[src/sv/bmpd_pkg.sv]
// Shared types and constants for the BMP pixel stream decoder.
`default_nettype none

package bmpd_pkg;

  localparam int COORD_W = 14;

  // Result kinds.
  localparam logic [1:0] KIND_PIXEL      = 2'd0;
  localparam logic [1:0] KIND_BAD_SIG    = 2'd1;
  localparam logic [1:0] KIND_BAD_FORMAT = 2'd2;

  // Configuration register indexes.
  localparam logic [1:0] REG_CENTER_MODE = 2'd0;
  localparam logic [1:0] REG_CENTER_X    = 2'd1;
  localparam logic [1:0] REG_CENTER_Y    = 2'd2;

  localparam logic [11:0] CENTER_X_RESET = 12'd400;
  localparam logic [11:0] CENTER_Y_RESET = 12'd240;

  // File layout.
  localparam logic [7:0] SIG_B        = 8'h42;
  localparam logic [7:0] SIG_M        = 8'h4D;
  localparam logic [5:0] OFF_SIG_B    = 6'h00;
  localparam logic [5:0] OFF_SIG_M    = 6'h01;
  localparam logic [5:0] OFF_WIDTH_LO = 6'h12;
  localparam logic [5:0] OFF_WIDTH_HI = 6'h13;
  localparam logic [5:0] OFF_WIDTH_U0 = 6'h14;
  localparam logic [5:0] OFF_WIDTH_U1 = 6'h15;
  localparam logic [5:0] OFF_HGT_LO   = 6'h16;
  localparam logic [5:0] OFF_HGT_HI   = 6'h17;
  localparam logic [5:0] OFF_HGT_U0   = 6'h18;
  localparam logic [5:0] OFF_HGT_U1   = 6'h19;
  localparam logic [5:0] OFF_DEPTH_LO = 6'h1C;
  localparam logic [5:0] OFF_DEPTH_HI = 6'h1D;
  localparam logic [5:0] OFF_HDR_LAST = 6'h35;

  localparam logic [15:0] DEPTH_24 = 16'd24;
  localparam logic [15:0] DEPTH_32 = 16'd32;

  // One classified event passed from the parser to the output stage.
  typedef struct packed {
    logic [1:0]         kind;
    logic [COORD_W-1:0] col;
    logic [COORD_W-1:0] row;
    logic [COORD_W-1:0] width;
    logic [COORD_W-1:0] height;
    logic [31:0]        color;
    logic               last;
  } event_t;

endpackage

`default_nettype wire

[src/sv/bmpd_front.sv]
// Byte parser: header checks, pixel assembly and row/column tracking.
`default_nettype none

module bmpd_front import bmpd_pkg::*; #(
  parameter int MAX_DIM = 4096
) (
  input  wire logic       clk,
  input  wire logic       rst,
  input  wire logic       in_valid,
  output logic            in_ready,
  input  wire logic [7:0] data_byte,
  input  wire logic       start_of_file,
  input  wire logic       q_full,
  output logic            push,
  output event_t          push_entry
);

  localparam int DIM_W = $clog2(MAX_DIM + 1);

  localparam logic [1:0] PH_HEADER = 2'd0;
  localparam logic [1:0] PH_PIXEL  = 2'd1;
  localparam logic [1:0] PH_PAD    = 2'd2;
  localparam logic [1:0] PH_DONE   = 2'd3;

  logic [1:0]       phase, phase_next;
  logic [5:0]       header_offset, header_offset_next;
  logic [15:0]      image_width, image_width_next;
  logic [15:0]      image_height, image_height_next;
  logic [15:0]      bit_depth, bit_depth_next;
  logic             size_overflow, size_overflow_next;
  logic [1:0]       channel_index, channel_index_next;
  logic [23:0]      partial_pixel, partial_pixel_next;
  logic [DIM_W-1:0] column_count, column_count_next;
  logic [DIM_W-1:0] row_count, row_count_next;
  logic [1:0]       pad_left, pad_left_next;

  logic             accept;
  logic [1:0]       cur_phase;
  logic [5:0]       cur_off;
  logic             cur_ovf;
  logic             bpp4;
  logic             pixel_done;
  logic [DIM_W-1:0] col_inc, row_inc;
  logic             row_end, image_end;
  logic             bad_format;

  assign in_ready = !q_full;
  assign accept   = in_valid && in_ready;

  assign cur_phase = start_of_file ? PH_HEADER : phase;
  assign cur_off   = start_of_file ? OFF_SIG_B : header_offset;
  assign cur_ovf   = start_of_file ? 1'b0 : size_overflow;

  assign bpp4       = (bit_depth == DEPTH_32);
  assign pixel_done = bpp4 ? (channel_index == 2'd3) : (channel_index == 2'd2);
  assign col_inc    = column_count + 1'b1;
  assign row_inc    = row_count + 1'b1;
  assign row_end    = (16'(col_inc) == image_width);
  assign image_end  = (16'(row_inc) == image_height);

  assign bad_format = cur_ovf || (image_width == 16'd0) || (image_height == 16'd0) ||
                      (image_width > 16'(MAX_DIM)) || (image_height > 16'(MAX_DIM)) ||
                      ((bit_depth != DEPTH_24) && (bit_depth != DEPTH_32));

  always_comb begin
    phase_next          = phase;
    header_offset_next  = header_offset;
    image_width_next    = image_width;
    image_height_next   = image_height;
    bit_depth_next      = bit_depth;
    size_overflow_next  = size_overflow;
    channel_index_next  = channel_index;
    partial_pixel_next  = partial_pixel;
    column_count_next   = column_count;
    row_count_next      = row_count;
    pad_left_next       = pad_left;
    push                = 1'b0;
    push_entry          = '0;
    push_entry.kind     = KIND_PIXEL;

    if (accept) begin
      phase_next         = cur_phase;
      header_offset_next = cur_off;
      size_overflow_next = cur_ovf;
      unique case (cur_phase)
        PH_HEADER: begin
          if ((cur_off == OFF_SIG_B && data_byte != SIG_B) ||
              (cur_off == OFF_SIG_M && data_byte != SIG_M)) begin
            phase_next      = PH_DONE;
            push            = 1'b1;
            push_entry.kind = KIND_BAD_SIG;
          end else begin
            case (cur_off) inside
              OFF_WIDTH_LO: image_width_next  = {8'd0, data_byte};
              OFF_WIDTH_HI: image_width_next  = {data_byte, image_width[7:0]};
              OFF_HGT_LO:   image_height_next = {8'd0, data_byte};
              OFF_HGT_HI:   image_height_next = {data_byte, image_height[7:0]};
              OFF_DEPTH_LO: bit_depth_next    = {8'd0, data_byte};
              OFF_DEPTH_HI: bit_depth_next    = {data_byte, bit_depth[7:0]};
              OFF_WIDTH_U0, OFF_WIDTH_U1, OFF_HGT_U0, OFF_HGT_U1: begin
                if (data_byte != 8'd0) size_overflow_next = 1'b1;
              end
              default: ;
            endcase
            if (cur_off == OFF_HDR_LAST) begin
              if (bad_format) begin
                phase_next      = PH_DONE;
                push            = 1'b1;
                push_entry.kind = KIND_BAD_FORMAT;
              end else begin
                phase_next         = PH_PIXEL;
                channel_index_next = 2'd0;
                column_count_next  = '0;
                row_count_next     = '0;
                pad_left_next      = 2'd0;
              end
            end else begin
              header_offset_next = cur_off + 6'd1;
            end
          end
        end
        PH_PAD: begin
          pad_left_next = (pad_left != 2'd0) ? pad_left - 2'd1 : 2'd0;
          if (pad_left_next == 2'd0) phase_next = PH_PIXEL;
        end
        PH_PIXEL: begin
          case (channel_index)
            2'd0: partial_pixel_next[7:0]   = data_byte;
            2'd1: partial_pixel_next[15:8]  = data_byte;
            2'd2: partial_pixel_next[23:16] = data_byte;
            default: ;
          endcase
          if (!pixel_done) begin
            channel_index_next = channel_index + 2'd1;
          end else begin
            channel_index_next = 2'd0;
            push               = 1'b1;
            push_entry.col     = COORD_W'(column_count);
            push_entry.row     = COORD_W'(row_count);
            push_entry.width   = COORD_W'(image_width);
            push_entry.height  = COORD_W'(image_height);
            push_entry.last    = row_end && image_end;
            // The alpha byte only exists for 32-bit pixels and is the fourth byte.
            if (bpp4) push_entry.color = {data_byte, partial_pixel};
            else      push_entry.color = {8'd0, data_byte, partial_pixel[15:0]};
            if (row_end) begin
              column_count_next = '0;
              row_count_next    = row_inc;
              if (image_end) begin
                phase_next = PH_DONE;
              end else if (!bpp4 && image_width[1:0] != 2'd0) begin
                // Three bytes a pixel leaves width mod 4 bytes of padding.
                pad_left_next = image_width[1:0];
                phase_next    = PH_PAD;
              end
            end else begin
              column_count_next = col_inc;
            end
          end
        end
        PH_DONE: ;
        default: ;
      endcase
    end
  end

  always_ff @(posedge clk) begin
    if (rst) begin
      phase         <= PH_HEADER;
      header_offset <= '0;
      image_width   <= '0;
      image_height  <= '0;
      bit_depth     <= '0;
      size_overflow <= 1'b0;
      channel_index <= '0;
      partial_pixel <= '0;
      column_count  <= '0;
      row_count     <= '0;
      pad_left      <= '0;
    end else begin
      phase         <= phase_next;
      header_offset <= header_offset_next;
      image_width   <= image_width_next;
      image_height  <= image_height_next;
      bit_depth     <= bit_depth_next;
      size_overflow <= size_overflow_next;
      channel_index <= channel_index_next;
      partial_pixel <= partial_pixel_next;
      column_count  <= column_count_next;
      row_count     <= row_count_next;
      pad_left      <= pad_left_next;
    end
  end

  // Pixels are only ever produced while the parser is in the pixel phase.
  a_pixel_phase: assert property (@(posedge clk) disable iff (rst)
    push && push_entry.kind == KIND_PIXEL |-> cur_phase == PH_PIXEL)
    else $error("pixel pushed outside the pixel phase");

  // Nothing is produced once the image is finished, until a new file starts.
  a_done_quiet: assert property (@(posedge clk) disable iff (rst)
    phase == PH_DONE && !start_of_file |-> !push)
    else $error("event produced after the end of the file");

endmodule

`default_nettype wire

[src/sv/bmpd_queue.sv]
// Two-entry event queue between the parser and the output stage.
`default_nettype none

module bmpd_queue import bmpd_pkg::*; (
  input  wire logic   clk,
  input  wire logic   rst,
  input  wire logic   push,
  input  event_t      push_entry,
  input  wire logic   pop,
  output logic        q_full,
  output logic        q_valid,
  output event_t      head
);

  event_t     entries [2];
  logic       wr_ptr;
  logic       rd_ptr;
  logic [1:0] count;

  assign q_full  = (count == 2'd2);
  assign q_valid = (count != 2'd0);
  assign head    = entries[rd_ptr];

  always_ff @(posedge clk) begin
    if (push) entries[wr_ptr] <= push_entry;
  end

  always_ff @(posedge clk) begin
    if (rst) begin
      wr_ptr <= 1'b0;
      rd_ptr <= 1'b0;
      count  <= 2'd0;
    end else begin
      if (push) wr_ptr <= !wr_ptr;
      if (pop)  rd_ptr <= !rd_ptr;
      case ({push, pop})
        2'b10:   count <= count + 2'd1;
        2'b01:   count <= count - 2'd1;
        default: ;
      endcase
    end
  end

  a_no_overflow: assert property (@(posedge clk) disable iff (rst)
    !(push && q_full))
    else $error("push into a full queue");

  a_no_underflow: assert property (@(posedge clk) disable iff (rst)
    pop |-> q_valid)
    else $error("pop from an empty queue");

endmodule

`default_nettype wire

[src/sv/bmpd_back.sv]
// Output stage: configuration registers, screen coordinates and result register.
`default_nettype none

module bmpd_back import bmpd_pkg::*; (
  input  wire logic                 clk,
  input  wire logic                 rst,
  input  wire logic                 cfg_we,
  input  wire logic [1:0]           cfg_index,
  input  wire logic [11:0]          cfg_data,
  input  wire logic                 q_valid,
  input  event_t                    head,
  output logic                      pop,
  output logic                      out_valid,
  input  wire logic                 out_ready,
  output logic [1:0]                kind,
  output logic signed [COORD_W-1:0] pixel_x,
  output logic signed [COORD_W-1:0] pixel_y,
  output logic [31:0]               color,
  output logic                      last_pixel
);

  logic               center_mode;
  logic [11:0]        center_x;
  logic [11:0]        center_y;
  logic [COORD_W-1:0] x_calc, y_calc;
  logic               is_pixel;

  always_ff @(posedge clk) begin
    if (rst) begin
      center_mode <= 1'b0;
      center_x    <= CENTER_X_RESET;
      center_y    <= CENTER_Y_RESET;
    end else if (cfg_we) begin
      unique case (cfg_index)
        REG_CENTER_MODE: center_mode <= cfg_data[0];
        REG_CENTER_X:    center_x    <= cfg_data;
        REG_CENTER_Y:    center_y    <= cfg_data;
        default: ;
      endcase
    end
  end

  // Coordinates wrap at the port width, as two's complement values.
  always_comb begin
    if (center_mode) begin
      x_calc = COORD_W'(center_x) - (head.width >> 1) + head.col;
      y_calc = COORD_W'(center_y) + (head.height >> 1) - head.row;
    end else begin
      x_calc = head.col;
      y_calc = head.height - COORD_W'(1) - head.row;
    end
  end

  assign is_pixel = (head.kind == KIND_PIXEL);
  assign pop      = q_valid && (!out_valid || out_ready);

  always_ff @(posedge clk) begin
    if (rst) begin
      out_valid <= 1'b0;
    end else if (pop) begin
      out_valid <= 1'b1;
    end else if (out_ready) begin
      out_valid <= 1'b0;
    end
  end

  always_ff @(posedge clk) begin
    if (pop) begin
      kind       <= head.kind;
      pixel_x    <= is_pixel ? x_calc : '0;
      pixel_y    <= is_pixel ? y_calc : '0;
      color      <= is_pixel ? head.color : 32'd0;
      last_pixel <= is_pixel && head.last;
    end
  end

  a_error_clean: assert property (@(posedge clk) disable iff (rst)
    out_valid && kind != KIND_PIXEL |-> pixel_x == 0 && pixel_y == 0 && color == 0 &&
    !last_pixel)
    else $error("error result carries pixel data");

  a_load_sets_valid: assert property (@(posedge clk) disable iff (rst)
    pop |=> out_valid)
    else $error("result register loaded without becoming valid");

endmodule

`default_nettype wire

[src/sv/bmp_pixel_stream_decoder_core.sv]
// Top level of the BMP 24/32-bit pixel stream decoder.
//
// The input channel (in_valid/in_ready) carries one file byte per transaction;
// start_of_file marks byte 0 of a file and restarts the parser. The output
// channel (out_valid/out_ready) carries one result per transaction: a pixel
// with screen coordinates and ARGB colour, or a bad-signature or
// unsupported-format report. Bytes that produce no result (header, padding,
// the first channels of a pixel) are simply consumed.
// A byte is taken every cycle while the receiver keeps up. The byte that
// completes a result passes through the parser into the two-entry event
// queue; the result then goes through the coordinate adders into the
// output register. When the receiver stalls, the output register holds its
// result and the queue absorbs up to two more events; in_ready falls once the
// queue is full and rises as soon as an entry is drained.
// Reset empties the queue and output register, returns the parser to byte 0
// of a file and loads centre mode 0 with the centre point at (400, 240).
// Configuration is written through cfg_we/cfg_index/cfg_data while idle.
`default_nettype none

module bmp_pixel_stream_decoder_core import bmpd_pkg::*; #(
  parameter int MAX_DIM = 4096
) (
  input  wire logic                 clk,
  input  wire logic                 rst,
  input  wire logic                 cfg_we,
  input  wire logic [1:0]           cfg_index,
  input  wire logic [11:0]          cfg_data,
  input  wire logic                 in_valid,
  output logic                      in_ready,
  input  wire logic [7:0]           data_byte,
  input  wire logic                 start_of_file,
  output logic                      out_valid,
  input  wire logic                 out_ready,
  output logic [1:0]                kind,
  output logic signed [COORD_W-1:0] pixel_x,
  output logic signed [COORD_W-1:0] pixel_y,
  output logic [31:0]               color,
  output logic                      last_pixel
);

  logic   q_full;
  logic   q_valid;
  logic   push;
  logic   pop;
  event_t push_entry;
  event_t head;

  bmpd_front #(
    .MAX_DIM(MAX_DIM)
  ) u_front (
    .clk          (clk),
    .rst          (rst),
    .in_valid     (in_valid),
    .in_ready     (in_ready),
    .data_byte    (data_byte),
    .start_of_file(start_of_file),
    .q_full       (q_full),
    .push         (push),
    .push_entry   (push_entry)
  );

  bmpd_queue u_queue (
    .clk       (clk),
    .rst       (rst),
    .push      (push),
    .push_entry(push_entry),
    .pop       (pop),
    .q_full    (q_full),
    .q_valid   (q_valid),
    .head      (head)
  );

  bmpd_back u_back (
    .clk       (clk),
    .rst       (rst),
    .cfg_we    (cfg_we),
    .cfg_index (cfg_index),
    .cfg_data  (cfg_data),
    .q_valid   (q_valid),
    .head      (head),
    .pop       (pop),
    .out_valid (out_valid),
    .out_ready (out_ready),
    .kind      (kind),
    .pixel_x   (pixel_x),
    .pixel_y   (pixel_y),
    .color     (color),
    .last_pixel(last_pixel)
  );

endmodule

`default_nettype wire
[config.mk]
export PLATFORM = sky130hd
export DESIGN_NAME = bmp_pixel_stream_decoder_core
export DESIGN_NICKNAME = d
export VERILOG_FILES = /design/src/sv/bmpd_pkg.sv /design/src/sv/bmpd_front.sv /design/src/sv/bmpd_queue.sv /design/src/sv/bmpd_back.sv /design/src/sv/bmp_pixel_stream_decoder_core.sv
export SDC_FILE = /design/constraint.sdc
export NUM_CORES = 1
export LEC_CHECK = 0
export BUFFER_PORTS_ARGS = -buffer_cell sky130_fd_sc_hd__buf_4
export CAP_MARGIN = 15
export CORE_MARGIN = 4
export CORE_UTILIZATION = 64
export CTS_BUF_LIST = sky130_fd_sc_hd__clkbuf_8
export CTS_CLUSTER_SIZE = 30
export DETAILED_ROUTE_END_ITERATION = 16
export HOLD_SLACK_MARGIN = 0.06
export MAX_ROUTING_LAYER = met4
export PLACE_DENSITY = 0.8
export REMOVE_ABC_BUFFERS = 1
export SYNTH_ARGS = -nofsm -noshare
export SYNTH_HDL_FRONTEND = slang
export SYNTH_SLANG_ARGS = --single-unit
[constraint.sdc]
create_clock -name clk -period 9.93 [get_ports clk]
set_input_delay 1.986 -clock clk [delete_from_list [all_inputs] [get_ports clk]]
set_output_delay 1.986 -clock clk [all_outputs]
set_load 0.02 [all_outputs]
==> impl_results.html, run 1 <==
<table>
<tr><th>Metric</th><th>Value</th></tr>
<tr><th colspan="2">Status</th></tr>
<tr><td>Status</td><td>finished clean</td></tr>
<tr><th colspan="2">Drt</th></tr>
<tr><td>Via count</td><td>13700</td></tr>
<tr><td>Drt drc</td><td>0</td></tr>
<tr><td>Pre-antenna DRT Iters</td><td>6</td></tr>
<tr><td>Routed length per placed instance</td><td>19.0 microns</td></tr>
<tr><td>Final routed wirelength across all metal layers</td><td>43900 microns</td></tr>
<tr><td>Vias per cell</td><td>5.91</td></tr>
<tr><td>Number of nets with antenna violations after routing</td><td>0</td></tr>
<tr><td>Number of DRC violations after detailed-routing iteration 0</td><td>1071</td></tr>
<tr><th colspan="2">Global routing</th></tr>
<tr><td>Antenna violations before repair</td><td>0</td></tr>
<tr><td>Global-route congestion overflow total</td><td>0</td></tr>
<tr><td>Global-route wire length before repair</td><td>70400 microns</td></tr>
<tr><td>Vias in the first global route</td><td>13500</td></tr>
<tr><td>GRT Total Usage</td><td>0.271</td></tr>
<tr><td>Largest net degree at the start of global routing</td><td>79</td></tr>
<tr><th colspan="2">Clock network</th></tr>
<tr><td>Number of buffers added by the clock tree synthesis step</td><td>60</td></tr>
<tr><td>Number of hold buffers added after cts</td><td>0</td></tr>
<tr><td>Max clock buf depth</td><td>3</td></tr>
<tr><td>Clock tree root buffer cell</td><td>clkbuf_8</td></tr>
<tr><td>CTS clock-pin slew for the worst setup and hold paths</td><td>0.06 ns</td></tr>
<tr><td>Clock tree from TritonCTS</td><td>built</td></tr>
<tr><td>Post-CTS setup-driven buffer insertion count</td><td>0</td></tr>
<tr><td>Level count of the clock H-tree</td><td>2</td></tr>
<tr><td>Number of sinks on the clock net</td><td>381</td></tr>
<tr><td>Skew-Pair Late Insertion Delay</td><td>0.62 ns</td></tr>
<tr><td>Cts repair resizes</td><td>0</td></tr>
<tr><th colspan="2">Pwr</th></tr>
<tr><td>Largest voltage drop on the vdd net</td><td>260 uV</td></tr>
<tr><td>Pwr per Cell Area</td><td>275 mW/mm^2</td></tr>
<tr><td>Reported leakage power</td><td>8.53 nW</td></tr>
<tr><th colspan="2">Timing</th></tr>
<tr><td>Final Critical Period</td><td>5.22 ns</td></tr>
<tr><td>Final setup violation count</td><td>0</td></tr>
<tr><td>Portion of the clock cycle consumed by the worst path in the final layout</td><td>0.526</td></tr>
<tr><td>Unrepaired setup endpoints after global routing</td><td>false</td></tr>
<tr><td>Worst max-slew margin expressed relative to the limit</td><td>0.274</td></tr>
<tr><td>Setup Skew</td><td>0.0361 ns</td></tr>
<tr><td>Highest attainable clock frequency</td><td>191 MHz</td></tr>
<tr><td>Setup TNS</td><td>0 ns</td></tr>
<tr><td>Slew of the pin with the lowest slew margin</td><td>1.08 ns</td></tr>
<tr><td>Pins over their slew limit</td><td>0</td></tr>
<tr><td>Number of hold-slack violations in the final timing report</td><td>0</td></tr>
<tr><th colspan="2">Cells and area</th></tr>
<tr><td>Most used cells in the layout excluding fill and tap cells</td><td>edfxtp_1, nor2_1, dfxtp_1</td></tr>
<tr><td>End-of-flow core utilization</td><td>0.724</td></tr>
<tr><td>Signed area change from the synthesized netlist to the final layout</td><td>11.6%</td></tr>
<tr><td>Leading cell type in the layout, fill and taps excluded</td><td>edfxtp_1</td></tr>
<tr><td>Share of cells above drive strength 1</td><td>0.133</td></tr>
<tr><td>Ant. Diodes</td><td>0</td></tr>
<tr><td>Net count, final</td><td>1983</td></tr>
<tr><th colspan="2">Floorplan</th></tr>
<tr><td>Die W</td><td>181 microns</td></tr>
<tr><td>Placeable core area</td><td>0.0296 sq mm</td></tr>
<tr><td>Area of the die</td><td>0.0329 sq mm</td></tr>
<tr><td>I/O pin count</td><td>93</td></tr>
<tr><td>Effective utilization at floorplan</td><td>0.649</td></tr>
<tr><td>Die extent in y</td><td>181 microns</td></tr>
<tr><td>Number of placement rows</td><td>63</td></tr>
<tr><th colspan="2">Critical path</th></tr>
<tr><td>Critical path capture point type</td><td>flip-flop</td></tr>
<tr><td>Worst EP arrival</td><td>5.43 ns</td></tr>
<tr><td>Data required, critical path</td><td>10.14 ns</td></tr>
<tr><td>Slowest CP cell</td><td>buf_4</td></tr>
<tr><td>Classification of the worst setup path</td><td>input pin to flip-flop</td></tr>
<tr><td>CP peak stage delay</td><td>0.86 ns</td></tr>
<tr><td>Kind of start point of the critical path</td><td>input pin</td></tr>
<tr><td>Max FO, Critical Path</td><td>75</td></tr>
<tr><td>Critical path, cell by cell</td><td>buf_4 &gt; nand2b_1 &gt; inv_1 &gt; ha_1 &gt; a221oi_1 &gt; nor3_1 &gt; o21ai_0 &gt; a211oi_1 &gt; inv_1 &gt; nor2_4 &gt; buf_4</td></tr>
<tr><th colspan="2">Synthesis</th></tr>
<tr><td>Post-synthesis mux area share</td><td>0.0779</td></tr>
<tr><td>Post-synthesis cell area</td><td>0.0192 sq mm</td></tr>
<tr><td>Parity-gate share of the synthesized area counting xor and xnor cells</td><td>0.0313</td></tr>
<tr><td>Library cells used by synthesis</td><td>96</td></tr>
<tr><td>Dominant combinational cell family by area after synthesis</td><td>simple AND/OR/NAND/NOR gates</td></tr>
<tr><td>Mean cell area of the mapped netlist</td><td>10.7 sq um</td></tr>
<tr><td>Area fraction in compound gates after synthesis</td><td>0.0946</td></tr>
<tr><td>Register bit count reported by yosys</td><td>381</td></tr>
<tr><td>EDFF count, synth</td><td>239</td></tr>
<tr><td>Portion of the post-synthesis area used by sequential elements</td><td>0.521</td></tr>
<tr><td>Post-synthesis instance total</td><td>1803</td></tr>
<tr><td>Simple-gate share of the synthesized area</td><td>0.165</td></tr>
<tr><td>Area share of fa/ha/maj cells after synthesis</td><td>0.0638</td></tr>
<tr><td>Post-synthesis async set-or-reset flop share</td><td>0</td></tr>
<tr><td>Most instantiated flip-flop cell in the synthesis netlist</td><td>edfxtp_1</td></tr>
<tr><td>Number of warning messages in the yosys log</td><td>0</td></tr>
<tr><th colspan="2">Flow run</th></tr>
<tr><td>Count of maximum capacitance violations</td><td>0</td></tr>
<tr><th colspan="2">Hold path</th></tr>
<tr><td>Worst hold path class</td><td>flip-flop to flip-flop</td></tr>
<tr><th colspan="2">Placement</th></tr>
<tr><td>Port Buffer Count</td><td>92</td></tr>
<tr><td>Total half-perimeter wirelength after legalization and detailed placement</td><td>29800 microns</td></tr>
<tr><td>RD Place Congestion</td><td>0.923</td></tr>
</table>
power breakdown:
group / internal, mW / switching, mW
registers: 2.00 / 0.113
logic: 0.930 / 1.34
clock network: 0.886 / 0.628
total: 3.82 / 2.08
kinds of logic (layout without fill, tap and decap cells):
family / count (synthesis) / after routing
adders and majority gates: 83 / 83
DFF: 381 / 381
AOI/OAI and AO/OA: 288 / 288
buffers and inverters: 214 / 335
and+or+nand+nor: 623 / 623
muxes: 147 / 147
xor gates and xnor gates: 67 / 67
worst paths after layout:
check / cells past startpoint / slack (ns) / endpoint / start
setup / recovery: 11 / 4.71 / u_queue.entries[0][48] / start_of_file
hold / removal: 2 / 0.45 / u_front.bit_depth[12] / u_front.bit_depth[12]
setup reg to reg: 13 / 5.23 / u_back.pixel_y[12] / flip-flop
hold reg to reg: 2 / 0.45 / u_front.bit_depth[12] / u_front.bit_depth[12]
cells in the mapped netlist (4+ instances only):
library cell | n | area (sq um)
o41ai_1 | 4 | 35.0
fa_1 | 25 | 500
nand4_1 | 12 | 75.1
or3_1 | 14 | 87.6
mux2i_1 | 126 | 1260
a21boi_0 | 4 | 30.0
clkbuf_1 | 66 | 248
nand3b_1 | 9 | 67.6
and2_1 | 81 | 507
inv_1 | 122 | 458
o21bai_1 | 6 | 45.0
dfxtp_1 | 142 | 2840
a31oi_1 | 17 | 106
a21oi_1 | 107 | 536
and3b_1 | 4 | 35.0
a211oi_1 | 11 | 82.6
nor3b_1 | 6 | 45.0
a21o_1 | 12 | 90.1
nand4b_1 | 4 | 35.0
nand2_1 | 128 | 480
buf_1 | 6 | 22.5
o21ai_0 | 53 | 265
nand2b_1 | 12 | 75.1
nor3_1 | 25 | 125
ha_1 | 58 | 726
a211o_1 | 10 | 87.6
nor2b_1 | 14 | 87.6
nor2_1 | 193 | 724
xor2_1 | 28 | 245
nor4_1 | 12 | 75.1
o2111ai_1 | 6 | 52.6
o21ai_1 | 8 | 40.0
o31ai_1 | 6 | 45.0
and3_1 | 15 | 93.8
o211ai_1 | 4 | 30.0
and4_1 | 4 | 35.0
mux2_2 | 21 | 236
nand3_1 | 53 | 265
edfxtp_1 | 239 | 7180
buf_6 | 7 | 78.8
or2_2 | 7 | 43.8
o22ai_1 | 4 | 25.0
buf_2 | 8 | 40.0
xnor2_1 | 38 | 333
registers in the layout, summed over array words and instances, names as in the netlist, 6 cells and up, named ones only:
name / count
u_front.bit_depth: 16
u_back.pixel_y: 14
u_front.column_count: 13
u_front.image_width: 16
u_front.header_offset: 6
u_front.partial_pixel: 24
u_back.center_x: 12
u_back.center_y: 12
u_front.row_count: 13
u_back.color: 32
u_queue.entries: 176
u_back.pixel_x: 14
u_front.image_height: 16
critical path: cells and delay by family:
family          cells  cell delay [ns]
simple gates        3             1.12
compound gates      3             0.74
fa+ha+maj           1             0.21
buf+inv             4             1.29
per-stage QoR:
| step | cells | cell area [sq um] | hold slack (ns) | power (mW) | setup slack (ns) |
|---|---|---|---|---|---|
| global placement | 2200 | 20000 | 0.438 | 4.30 | 4.15 |
| floorplan | 1711 | 18800 | 0.425 | 3.81 | 2.24 |
| CTS | 2314 | 21500 | 0.453 | 5.91 | 4.68 |
| finish | 2314 | 21500 | 0.452 | 5.90 | 4.71 |
| global route | 2314 | 21500 | 0.477 | 6.26 | 4.40 |
| detailed placement | 2200 | 20000 | 0.445 | 4.39 | 4.05 |
final cells by class:
| cell class | instances | area (sq um) |
|---|---|---|
| Clock buffer | 70 | 963 |
| Clock inverter | 44 | 445 |
| Timing Repair Buffer | 99 | 743 |
| Fill cell | 2102 | 8180 |
| Tap cell | 390 | 488 |
| Inverter | 122 | 458 |
| Multi-Input combinational cell | 1208 | 8340 |
| Sequential cell | 381 | 10000 |
per-layer routing:
metal	vias up	GRT usage	share of wire
met5	-	-	0
met4	0	0.0868	0.031
met3	87	0.0340	0.059
met2	458	0.444	0.48
met1	6614	0.356	0.43
li1	6517	-	-
No activity file was read; power rests on OpenSTA's default activity.
==> run 2: changes to the inputs <==
ABC_AREA = 1   (was not set)
clock period = 5.4 ns   (was 9.93 ns; I/O delays follow)
==> run 2 against run 1 <==
Cell area decreased by 1.6%; cell count increased by 14%; clock skew down 0.018 ns; core utilization grew 0.78 points; first-iteration DRC count up 39%; via count up 11%; worst setup slack worse by 3.3 ns; combinational power is 110% higher; critical endpoint is now u_back.pixel_y[11]; largest cell class unchanged.
==> impl_results.html, run 2 <==
<table>
<tr><th>Metric</th><th>Value</th></tr>
<tr><th colspan="2">Floorplan</th></tr>
<tr><td>Die W</td><td>179 microns</td></tr>
<tr><td>Placeable core area</td><td>0.0289 sq mm</td></tr>
<tr><td>Number of placement rows</td><td>62</td></tr>
<tr><td>I/O pin count</td><td>93</td></tr>
<tr><td>Effective utilization at floorplan</td><td>0.652</td></tr>
<tr><td>Area of the die</td><td>0.0322 sq mm</td></tr>
<tr><td>Die extent in y</td><td>179 microns</td></tr>
<tr><th colspan="2">Timing</th></tr>
<tr><td>Hold slack final</td><td>0.455 ns</td></tr>
<tr><td>Pins over their slew limit</td><td>0</td></tr>
<tr><td>Highest attainable clock frequency</td><td>250 MHz</td></tr>
<tr><td>Portion of the clock cycle consumed by the worst path in the final layout</td><td>0.740</td></tr>
<tr><td>Slew of the pin with the lowest slew margin</td><td>1.12 ns</td></tr>
<tr><td>Worst max-slew margin expressed relative to the limit</td><td>0.246</td></tr>
<tr><td>Number of hold-slack violations in the final timing report</td><td>0</td></tr>
<tr><td>Unrepaired setup endpoints after global routing</td><td>false</td></tr>
<tr><td>Setup TNS</td><td>0 ns</td></tr>
<tr><td>Final Critical Period</td><td>4.00 ns</td></tr>
<tr><td>Final setup violation count</td><td>0</td></tr>
<tr><td>Worst setup margin</td><td>1.40 ns</td></tr>
<tr><td>Setup Skew</td><td>0.0178 ns</td></tr>
<tr><th colspan="2">Cells and area</th></tr>
<tr><td>End-of-flow core utilization</td><td>0.732</td></tr>
<tr><td>Count of placed standard cells in the final layout, fillers left out</td><td>2630</td></tr>
<tr><td>Cell area after layout</td><td>0.0211 sq mm</td></tr>
<tr><td>Registers with the highest flip-flop counts</td><td>u_queue.entries: 176 flops, u_back.color: 32 flops, u_front.partial_pixel: 24 flops</td></tr>
<tr><td>Ant. Diodes</td><td>0</td></tr>
<tr><td>Most used cells in the layout excluding fill and tap cells</td><td>nand2_1, inv_1, a21oi_1</td></tr>
<tr><td>Reg with most FFs</td><td>u_queue.entries</td></tr>
<tr><td>Filler Cells Inserted</td><td>2154</td></tr>
<tr><td>Share of cells above drive strength 1</td><td>0.115</td></tr>
<tr><td>Leading cell type in the layout, fill and taps excluded</td><td>nand2_1</td></tr>
<tr><td>Signed area change from the synthesized netlist to the final layout</td><td>12.2%</td></tr>
<tr><td>Number of flip-flops under the largest register name</td><td>176</td></tr>
<tr><td>Net count, final</td><td>2305</td></tr>
<tr><th colspan="2">Pwr</th></tr>
<tr><td>Sw Pwr</td><td>4.43 mW</td></tr>
<tr><td>Pwr per Cell Area</td><td>536 mW/mm^2</td></tr>
<tr><td>Largest voltage drop on the vdd net</td><td>876 uV</td></tr>
<tr><td>Sequential share of power</td><td>0.346</td></tr>
<tr><td>Internal power of the cells</td><td>6.89 mW</td></tr>
<tr><td>Fraction of power consumed by combinational cells</td><td>0.425</td></tr>
<tr><td>Net switching fraction of the power</td><td>0.391</td></tr>
<tr><td>Reported leakage power</td><td>8.51 nW</td></tr>
<tr><td>Clk network pwr share</td><td>0.228</td></tr>
<tr><td>Total power</td><td>11.3 mW</td></tr>
<tr><th colspan="2">Clock network</th></tr>
<tr><td>Cts repair resizes</td><td>0</td></tr>
<tr><td>Number of sinks on the clock net</td><td>381</td></tr>
<tr><td>Clock tree root buffer cell</td><td>clkbuf_8</td></tr>
<tr><td>Level count of the clock H-tree</td><td>2</td></tr>
<tr><td>Skew-Pair Late Insertion Delay</td><td>0.60 ns</td></tr>
<tr><td>Number of hold buffers added after cts</td><td>0</td></tr>
<tr><td>CTS clock-pin slew for the worst setup and hold paths</td><td>0.06 ns</td></tr>
<tr><td>Clock tree from TritonCTS</td><td>built</td></tr>
<tr><td>Max clock buf depth</td><td>3</td></tr>
<tr><td>Post-CTS setup-driven buffer insertion count</td><td>0</td></tr>
<tr><td>Number of buffers added by the clock tree synthesis step</td><td>60</td></tr>
<tr><th colspan="2">Placement</th></tr>
<tr><td>Cell count after placement</td><td>2516</td></tr>
<tr><td>Port Buffer Count</td><td>92</td></tr>
<tr><td>Dpl ws</td><td>1.47 ns</td></tr>
<tr><td>RD Place Congestion</td><td>0.973</td></tr>
<tr><td>Total half-perimeter wirelength after legalization and detailed placement</td><td>32200 microns</td></tr>
<tr><td>Placed Instance Area</td><td>0.0198 sq mm</td></tr>
<tr><th colspan="2">Status</th></tr>
<tr><td>Status</td><td>finished clean</td></tr>
<tr><th colspan="2">Synthesis</th></tr>
<tr><td>Most instantiated flip-flop cell in the synthesis netlist</td><td>edfxtp_1</td></tr>
<tr><td>Number of warning messages in the yosys log</td><td>0</td></tr>
<tr><td>Post-synthesis async set-or-reset flop share</td><td>0</td></tr>
<tr><td>Register bit count reported by yosys</td><td>381</td></tr>
<tr><td>Post-synthesis cell area</td><td>0.0188 sq mm</td></tr>
<tr><td>Mean cell area of the mapped netlist</td><td>8.96 sq um</td></tr>
<tr><td>Most frequent cells after synthesis</td><td>nand2_1, inv_1, a21oi_1</td></tr>
<tr><td>Post-synthesis instance total</td><td>2101</td></tr>
<tr><td>Library cell with the largest summed area after synthesis</td><td>edfxtp_1</td></tr>
<tr><td>Library cells used by synthesis</td><td>48</td></tr>
<tr><td>Area contributors post-synth</td><td>edfxtp_1, dfxtp_1, nand2_1</td></tr>
<tr><td>Fraction of post-synthesis cell area in the top cell type by area</td><td>0.381</td></tr>
<tr><td>EDFF count, synth</td><td>239</td></tr>
<tr><td>Portion of the post-synthesis area used by sequential elements</td><td>0.532</td></tr>
<tr><td>Most frequent cell after synthesis</td><td>nand2_1</td></tr>
<tr><th colspan="2">Critical path</th></tr>
<tr><td>Critical path capture point type</td><td>flip-flop</td></tr>
<tr><td>Logic depth of the worst path, buffers included</td><td>16</td></tr>
<tr><td>Classification of the worst setup path</td><td>flip-flop to flip-flop</td></tr>
<tr><td>Data required, critical path</td><td>5.83 ns</td></tr>
<tr><td>Depth of the worst register-to-register path</td><td>16</td></tr>
<tr><td>Kind of start point of the critical path</td><td>flip-flop</td></tr>
<tr><td>Critical path, cell by cell</td><td>buf_4 &gt; o21ai_0 &gt; fa_1 &gt; inv_1 &gt; ha_1 &gt; a21oi_1 &gt; nand2_1 &gt; a21boi_0 &gt; o21ai_0 &gt; nand2_1 &gt; nand2_1 &gt; a21oi_1 &gt; o21ai_0 &gt; a21oi_1 &gt; o21ai_0 &gt; a21oi_1</td></tr>
<tr><td>Worst EP arrival</td><td>4.42 ns</td></tr>
<tr><td>Max FO, Critical Path</td><td>44</td></tr>
<tr><td>Top cell family by delay on the critical path</td><td>compound AO/OA/AOI/OAI gates</td></tr>
<tr><td>CP peak stage delay</td><td>0.60 ns</td></tr>
<tr><td>Slowest CP cell</td><td>fa_1</td></tr>
<tr><td>Buf+Inv Stages, Crit Path</td><td>2</td></tr>
<tr><th colspan="2">Drt</th></tr>
<tr><td>Routed length per placed instance</td><td>18.0 microns</td></tr>
<tr><td>Via count</td><td>15200</td></tr>
<tr><td>Final routed wirelength across all metal layers</td><td>47300 microns</td></tr>
<tr><td>Number of nets with antenna violations after routing</td><td>0</td></tr>
<tr><td>Pre-antenna DRT Iters</td><td>5</td></tr>
<tr><td>Vias per cell</td><td>5.79</td></tr>
<tr><td>Number of DRC violations after detailed-routing iteration 0</td><td>1485</td></tr>
<tr><td>Drt drc</td><td>0</td></tr>
<tr><th colspan="2">Hold path</th></tr>
<tr><td>Worst hold path class</td><td>flip-flop to flip-flop</td></tr>
<tr><td>Number of cells on the worst hold path</td><td>2</td></tr>
<tr><th colspan="2">Flow run</th></tr>
<tr><td>Count of maximum capacitance violations</td><td>0</td></tr>
<tr><th colspan="2">Global routing</th></tr>
<tr><td>Vias in the first global route</td><td>14600</td></tr>
<tr><td>Global-route wire length before repair</td><td>75400 microns</td></tr>
<tr><td>GRT Total Usage</td><td>0.293</td></tr>
<tr><td>Antenna violations before repair</td><td>0</td></tr>
<tr><td>Largest net degree at the start of global routing</td><td>78</td></tr>
<tr><td>Global-route congestion overflow total</td><td>0</td></tr>
</table>
[run 2: cell count changes after synthesis, sizes merged, moves of 19 or more]
| cell | before | now |
|---|---|---|
| a21oi | 107 | 243 |
| and2 | 82 | 0 |
| inv | 122 | 280 |
| mux2 | 21 | 0 |
| mux2i | 126 | 15 |
| nand2 | 130 | 413 |
| nand3 | 55 | 106 |
| o21ai | 62 | 140 |
| or2 | 8 | 27 |
| xnor2 | 38 | 8 |
[run 2: worst reg2reg max path: cells and delay by family, from the launching register on]
kind | cells | cell delay [ns]
AO/OA/AOI/OAI | 9 | 1.81
adder cells (fa/ha/maj) | 2 | 0.94
buffers and inverters | 2 | 0.48
flip-flops | 1 | 0.34
AND/OR/NAND/NOR | 3 | 0.25
[run 2: power by group through the flow]
stage	Sequential, mW	Combinational [mW]	Clock, mW
finish	3.92	4.82	2.59
global route	3.96	5.33	2.76
CTS	3.92	4.77	2.61
detailed placement	3.98	4.73	0
global placement	3.95	4.56	0
floorplan	4.38	2.92	0
[run 2: layout make-up]
class                      instances  area, sq um  share of cell area
sequential                       381        10000               0.475
multi-input combinational       1360         7430               0.352
inverter                         286         1080              0.0510
clock buffer                      72          991              0.0469
timing repair buffer             105          813              0.0385
tap                              384          480              0.0228
clock inverter                    42          304              0.0144
[run 2: final timing paths]
| kind | slack, ns | from | to |
|---|---|---|---|
| setup / recovery | 1.40 | flip-flop | u_back.pixel_y[11] |
| hold / removal | 0.46 | u_front.partial_pixel[4] | u_front.partial_pixel[4] |
| setup reg to reg | 1.40 | flip-flop | u_back.pixel_y[11] |
| hold reg to reg | 0.46 | u_front.partial_pixel[4] | u_front.partial_pixel[4] |
[run 2: kinds of logic after synthesis]
group           after synthesis  synth area share
fa+ha+maj                    83            0.0651
compound gates              436             0.124
xor+xnor                     27            0.0133
simple gates                799             0.184
buf+inv                     360            0.0738
mux                          15           0.00798
flops                       381             0.532
[run 2: layer usage]
metal,track usage,vias up,wire length (microns)
met2,0.462,716,22300
met5,-,-,0
met3,0.0471,114,3880
li1,-,7251,-
met4,0.0951,0,1300
met1,0.395,7147,19800
